**config.mk**
```make
export PLATFORM = sky130hd
export DESIGN_NAME = dsi_front
export DESIGN_NICKNAME = d
export VERILOG_FILES = /design/src/dsi_pkg.sv /design/src/dsi_front.sv
export SDC_FILE = /design/constraint.sdc
export NUM_CORES = 1
export LEC_CHECK = 0
export BUFFER_PORTS_ARGS = -buffer_cell sky130_fd_sc_hd__buf_2
export CAP_MARGIN = 20
export CORE_ASPECT_RATIO = 0.75
export CORE_MARGIN = 5
export CORE_UTILIZATION = 45
export CTS_BUF_LIST = sky130_fd_sc_hd__clkbuf_16
export CTS_CLUSTER_DIAMETER = 40
export CTS_CLUSTER_SIZE = 28
export DETAILED_ROUTE_END_ITERATION = 10
export GPL_ROUTABILITY_DRIVEN = 0
export HOLD_SLACK_MARGIN = 0.03
export PLACE_DENSITY = 0.72
export SETUP_SLACK_MARGIN = 0.15
export SYNTH_ARGS = -nofsm -noshare
export SYNTH_HDL_FRONTEND = slang
export SYNTH_SLANG_ARGS = --single-unit
```
**constraint.sdc**
```tcl
create_clock -name clk -period 2.7 [get_ports clk]
set_clock_uncertainty 0.15 [all_clocks]
set_input_delay 0.135 -clock clk [delete_from_list [all_inputs] [get_ports clk]]
set_output_delay 0.135 -clock clk [all_outputs]
set_load 0.005 [all_outputs]
```
**src/dsi_pkg.sv**
```systemverilog
// dsi_pkg: shared constants, types and fixed point helpers for the
// density segment interpolator. No dependencies.
package dsi_pkg;
    localparam int WORD_BITS = 32;
    localparam int FRAC_BITS = 16;

    typedef logic signed [WORD_BITS-1:0] word_t;

    localparam word_t WORD_MAX = {1'b0, {(WORD_BITS-1){1'b1}}};
    localparam word_t WORD_MIN = {1'b1, {(WORD_BITS-1){1'b0}}};

    typedef struct packed {
        word_t x;
        word_t y;
        logic  last;
    } point_t;

    typedef struct packed {
        word_t start;
        word_t value;
        word_t slope;
        logic  ovf;
        logic  last;
    } seg_t;

    function automatic word_t sat_add(input word_t a, input word_t b);
        logic signed [WORD_BITS:0] s;
        s = {a[WORD_BITS-1], a} + {b[WORD_BITS-1], b};
        if (s[WORD_BITS] != s[WORD_BITS-1])
            return s[WORD_BITS] ? WORD_MIN : WORD_MAX;
        return s[WORD_BITS-1:0];
    endfunction

    function automatic word_t sat_sub(input word_t a, input word_t b);
        logic signed [WORD_BITS:0] s;
        s = {a[WORD_BITS-1], a} - {b[WORD_BITS-1], b};
        if (s[WORD_BITS] != s[WORD_BITS-1])
            return s[WORD_BITS] ? WORD_MIN : WORD_MAX;
        return s[WORD_BITS-1:0];
    endfunction
endpackage

```
**src/dsi_front.sv**
```systemverilog
// dsi_front: accepts points and queues them for the back end.
// Depends on dsi_pkg.
module dsi_front
    import dsi_pkg::*;
(
    input  logic   clk,
    input  logic   rst_n,
    input  logic   push,
    output logic   full,
    input  point_t pin,
    output logic   qv,
    input  logic   qtake,
    output point_t qout
);
    localparam int QD = 4;
    point_t q_reg [QD];
    logic [1:0] wp_reg, rp_reg;
    logic [2:0] cnt_reg;

    assign full = (cnt_reg == 3'(QD));
    assign qv   = (cnt_reg != 3'd0);
    assign qout = q_reg[rp_reg];

    always_ff @(posedge clk)
    begin
        if (push && !full)
            q_reg[wp_reg] <= pin;
    end

    always_ff @(posedge clk or negedge rst_n)
    begin
        if (!rst_n)
        begin
            wp_reg  <= '0;
            rp_reg  <= '0;
            cnt_reg <= '0;
        end
        else
        begin
            if (push && !full)
                wp_reg <= wp_reg + 2'd1;
            if (qtake && qv)
                rp_reg <= rp_reg + 2'd1;
            cnt_reg <= cnt_reg + 3'(push && !full) - 3'(qtake && qv);
        end
    end
endmodule

```
## Word-level counts from Yosys, hierarchy flattened

Memory sizes are Yosys's and may differ from the RTL's.
Index checks and enable logic that the tools add are counted.

- Multipliers: 0
- Mux-type cells: 2
- Div/mod/pow operators: 0
- Reductions and logical operators: 4
- $lt $le $gt $ge: 0
- Shift-type cells: 0
- Add/sub/neg operators: 4
- Bitwise gates (word level): 0
- Equality and inequality tests: 1

Operators with widths:

| cell | count |
|---|---|
| $add 2x1->2 const B | 2 |
| $add 3x1->3 | 1 |
| $eq 3x3->1 const B | 1 |
| $reduce_bool 3->1 | 1 |
| $sub 3x1->3 | 1 |
| $logic_and 1x1->1 | 2 |
| $mux 1 | 2 |
| $logic_not 1->1 | 1 |

- Output and inout port bits: 67
- Logic and storage cells: 15
- Memory bits (writable): 260
- Bits in latches: 0
- Memories kept: 1
- ROM bits: 0
- Flip-flop bits (word level): 7

Memory list:

| name | words | width | read ports | clocked after memory_dff | wr ports | line | source |
|---|---|---|---|---|---|---|---|
| q_reg | 4 | 65 | 1 | 0 | 1 | dsi_front.sv:16 | `point_t q_reg [QD];` |

## Depth between registers and ports, before layout

- Depth after elaboration: 5
- Mapped depth: 9

## Worst setup path after synthesis

OpenSTA, ideal clock, no wires.

- Path kind: register to register
- From: register cnt_reg[2]
- To: memory q_reg[0][0] in the netlist's numbering, enable pin
- Path buffers: 0
- Library setup time: 0.430 ns
- Stages on the path, launching flop included: 3
- Setup slack: -0.152 ns
- Arrival time: 2.272 ns
- Clock period less this slack: 2.852 ns
- Path through: dfrtp_1 nor3b_2 and3b_1

- Longest elaborated chain between the ends: 5

RTL lines:

| what | line | source |
|---|---|---|
| from (decl) | dsi_front.sv:18 | `logic [2:0] cnt_reg;` |
| from (signal assigned) | dsi_front.sv:44 | `cnt_reg <= cnt_reg + 3'(push && !full) - 3'(qtake && qv);` |
| $eq 3x3->1 | dsi_front.sv:20 | `assign full = (cnt_reg == 3'(QD));` |
| named net full | dsi_front.sv:9 | `output logic full,` |
| $logic_not 1->1 | dsi_front.sv:26 | `if (push && !full)` |
| $logic_and 1x1->1 | dsi_front.sv:26 |  |
| $mux 1 | dsi_front.sv:26 |  |
| $mux 1 (not written as such) | dsi_front.sv:27 | `q_reg[wp_reg] <= pin;` |
| to (decl) | dsi_front.sv:16 |  |

The timed path passes the listed nets, and every way through them passes these cells.

## Worst setup path in the final report

- From: register cnt_reg[1]
- To: register cnt_reg[2]

- Longest elaborated chain between the ends: 5
- Elaborated cells between the ends (all ways): 7
- Classes of those cells: add/sub: 2; eq/ne: 1; reduce/logical: 4

RTL lines:

| what | line |
|---|---|
| $eq 3x3->1 | dsi_front.sv:20 |
| $logic_not 1->1 | dsi_front.sv:44 |
| $logic_and 1x1->1 | dsi_front.sv:44 |
| $add 3x1->3 | dsi_front.sv:44 |
| $sub 3x1->3 (*) | dsi_front.sv:44 |

Mark *: on every way between the ends. The rest lies on a longest branch, timed or not.
A chain may end at the register's enable or synchronous reset.

==> flow_summary.toml <==
[yosys]
yosysWarnings = 0
synth-seq-cells = 267
syn_avg_cell_area_um2 = 26.0
seq_area_frac_synth = 0.808
ys_types = 22
syn_inst = 380
synthesis.nets = 456
syn_area_mm2 = 0.00988

[critical_path]
cpPeakStageDelay_ns = 0.50
critical_path_buf_inv_count = 2
crit_fanout = 8
endpoint_kind = "register"
cp_cell_sequence = "nor3b_4 -> nand2b_1 -> ha_1 -> inv_1 -> ha_1 -> inv_1 -> fa_1 -> xnor2_1 -> xnor2_1"
critPathTopFamily = "adder cells"
critical_path.startpoint_type = "register"
arrival_ns = 2.75
critPathKind = "reg2reg"
worst_path_max_delay_cell = "dfrtp_1"
critPathRequiredTime_ns = 3.00

[clock_tree]
cts_tree = "yes"
clock_latency_ns = 0.54
max-clock-path-buffers = 3
clkTransAtPathRegs_ns = 0.06
clock_sinks = 267
cts_made_buffers = 30
cts_root_buf = "clkbuf_16"
htreeDepth = 1

[floorplan]
std_cell_rows = 47
die_y_um = 138
ioPinCount = 136
core_mm2 = 0.0218
initial_core_util = 0.453
die-width_um = 181
dieArea_mm2 = 0.0250

[global_routing]
grtUsageTotal = 0.152
grt_pass1_vias = 5403
antenna_found_initial = 2
overflow = 0
grt_max_degree = 37
grt_pass1_wl_mm = 30.3

[placement]
dp_hpwl_mm = 11.3
portBuffers = 135

[pwr]
swShare = 0.285
leakagePower_nw = 4.47
power_switching_mw = 3.90
power.density_mw_per_mm2 = 1070
total_power_mw = 13.7
pwr-share-clk = 0.308
seq_power_share = 0.423
p_int_mw = 9.80
irDropWorstVdd_v = 0.000892
p_comb_frac = 0.269

[route]
detail_route.wl_per_cell_um = 20.9
via_per_inst = 5.19
routed_wl_mm = 19.6
antenna_left = 0
drt_iter0_drc = 279
route.detailed.drc = 0
vias = 4862
first_pass_iters = 4

[sta]
slew_violations = 0
setup_tns_ns = 0
maxSlewHeadroom = 0.615
rsz0062_at_grt = "false"
tightest_slew_ns = 0.578
max_clock_freq_mhz = 408
hold_viol = 0
finalSetupViolCount = 0
period_needed_ns = 2.45
period_share = 0.908

[final_layout]
layout_commonest_cell = "edfxtp_1"
largest_reg_flops = 260
final_cell_mix = "260 x edfxtp_1, 135 x buf_2, 69 x dlygate4sd3_1"
nNetsFinal = 694
syn_to_final_growth_pct = 29.2
drive_above_1_share = 0.433
final.fill_count = 1557

[run]
drv_cap = 0

[min_path]
hold_path.class = "in2reg"

[status]
status = "finished clean"
-- logic make-up (layout without fill, tap and decap cells) --
family | count (synthesis) | after routing | synth area share
buf+inv | 20 | 282 | 0.0167
fa+ha+maj | 7 | 7 | 0.00963
other cells | 0 | 1 | 0
flops | 267 | 267 | 0.808
mux | 65 | 65 | 0.148
simple gates | 13 | 13 | 0.0106
xor+xnor | 4 | 4 | 0.00355
compound gates | 4 | 4 | 0.00329
-- worst register-to-register path, delay by kind of cell, from the launching register on --
kind,cells,cell delay (ns)
simple gates,2,0.50
xor+xnor,2,0.36
buf+inv,2,0.11
flops,1,0.50
fa+ha+maj,3,0.74
-- through the flow --
step | hold slack [ns] | utilization | instances | instance area [um^2] | worst slack [ns]
floorplan | -0.311 | - | 380 | 9880 | 0.432
global placement | -0.174 | 0.500 | 805 | 10900 | 0.346
detailed placement | -0.167 | 0.500 | 805 | 10900 | 0.145
CTS | 0.166 | 0.583 | 932 | 12700 | 0.196
global route | 0.177 | 0.585 | 937 | 12800 | 0.194
finish | 0.199 | 0.585 | 937 | 12800 | 0.249
-- timing repair --
action,in CTS,in global routing
pin swaps,0,1
gates resized for setup,1,0
hold buffers,69,0
endpoints found under the hold margin,271,0
gates cloned,0,0
endpoints found under the setup margin,42,2
buffers inserted,2,4
-- power groups by stage --
stage	sequential [mW]	clock [mW]	combinational, mW
finish	5.79	4.22	3.69
global route	5.86	4.53	4.02
CTS	5.84	4.32	3.67
detailed placement	5.99	0	3.47
global placement	5.92	0	3.41
floorplan	5.71	0	2.33
-- synthesized netlist by cell type --
master	count	area share
o211ai_1	2	0.0015
dfrtp_1	7	0.018
buf_2	5	0.0025
xnor2_1	3	0.0027
buf_12	4	0.0081
inv_1	5	0.0019
or3_1	1	0.00063
clkbuf_1	2	0.00076
fa_1	1	0.0020
edfxtp_1	260	0.79
mux4_2	65	0.15
and3b_1	4	0.0035
nor3b_2	1	0.0013
o311ai_0	1	0.00089
ha_1	6	0.0076
o31a_1	1	0.00089
nand4bb_1	2	0.0023
buf_4	3	0.0023
nand2_1	1	0.00038
buf_6	1	0.0011
xor2_1	1	0.00089
nand2b_1	4	0.0025
-- metal layers --
metal / share of wire / global-route usage / vias to the layer above
met5: 0.00072 / 0 / -
met4: 0.017 / 0.0284 / 2
met3: 0.072 / 0.0436 / 35
met2: 0.49 / 0.245 / 168
met1: 0.42 / 0.212 / 2529
li1: - / - / 2128
-- path summary, 6_finish.rpt --
kind                           endpoint  slack (ns)  depth (start not counted)  startpoint
max                          cnt_reg[2]        0.25                          9  cnt_reg[1]
min                        q_reg[2][11]        0.20                          2     pin[11]
max reg2reg                  cnt_reg[2]        0.25                          9  cnt_reg[1]
min reg2reg                   wp_reg[1]        0.54                          2   wp_reg[1]
max in group asynchronous     rp_reg[1]        1.70                          3       rst_n
min in group asynchronous    cnt_reg[2]        0.41                          3       rst_n
-- cell type report --
| type | count | area [um^2] | share of cell area |
|---|---|---|---|
| sequential | 267 | 7990 | 0.626 |
| multi-input combinational | 93 | 1750 | 0.137 |
| timing repair buffer | 221 | 1550 | 0.121 |
| clock buffer | 30 | 751 | 0.0588 |
| tap | 294 | 368 | 0.0288 |
| clock inverter | 26 | 333 | 0.0261 |
| inverter | 5 | 18.8 | 0.00147 |
| antenna | 1 | 2.50 | 0.000196 |
(Power assumes the default switching activity.)
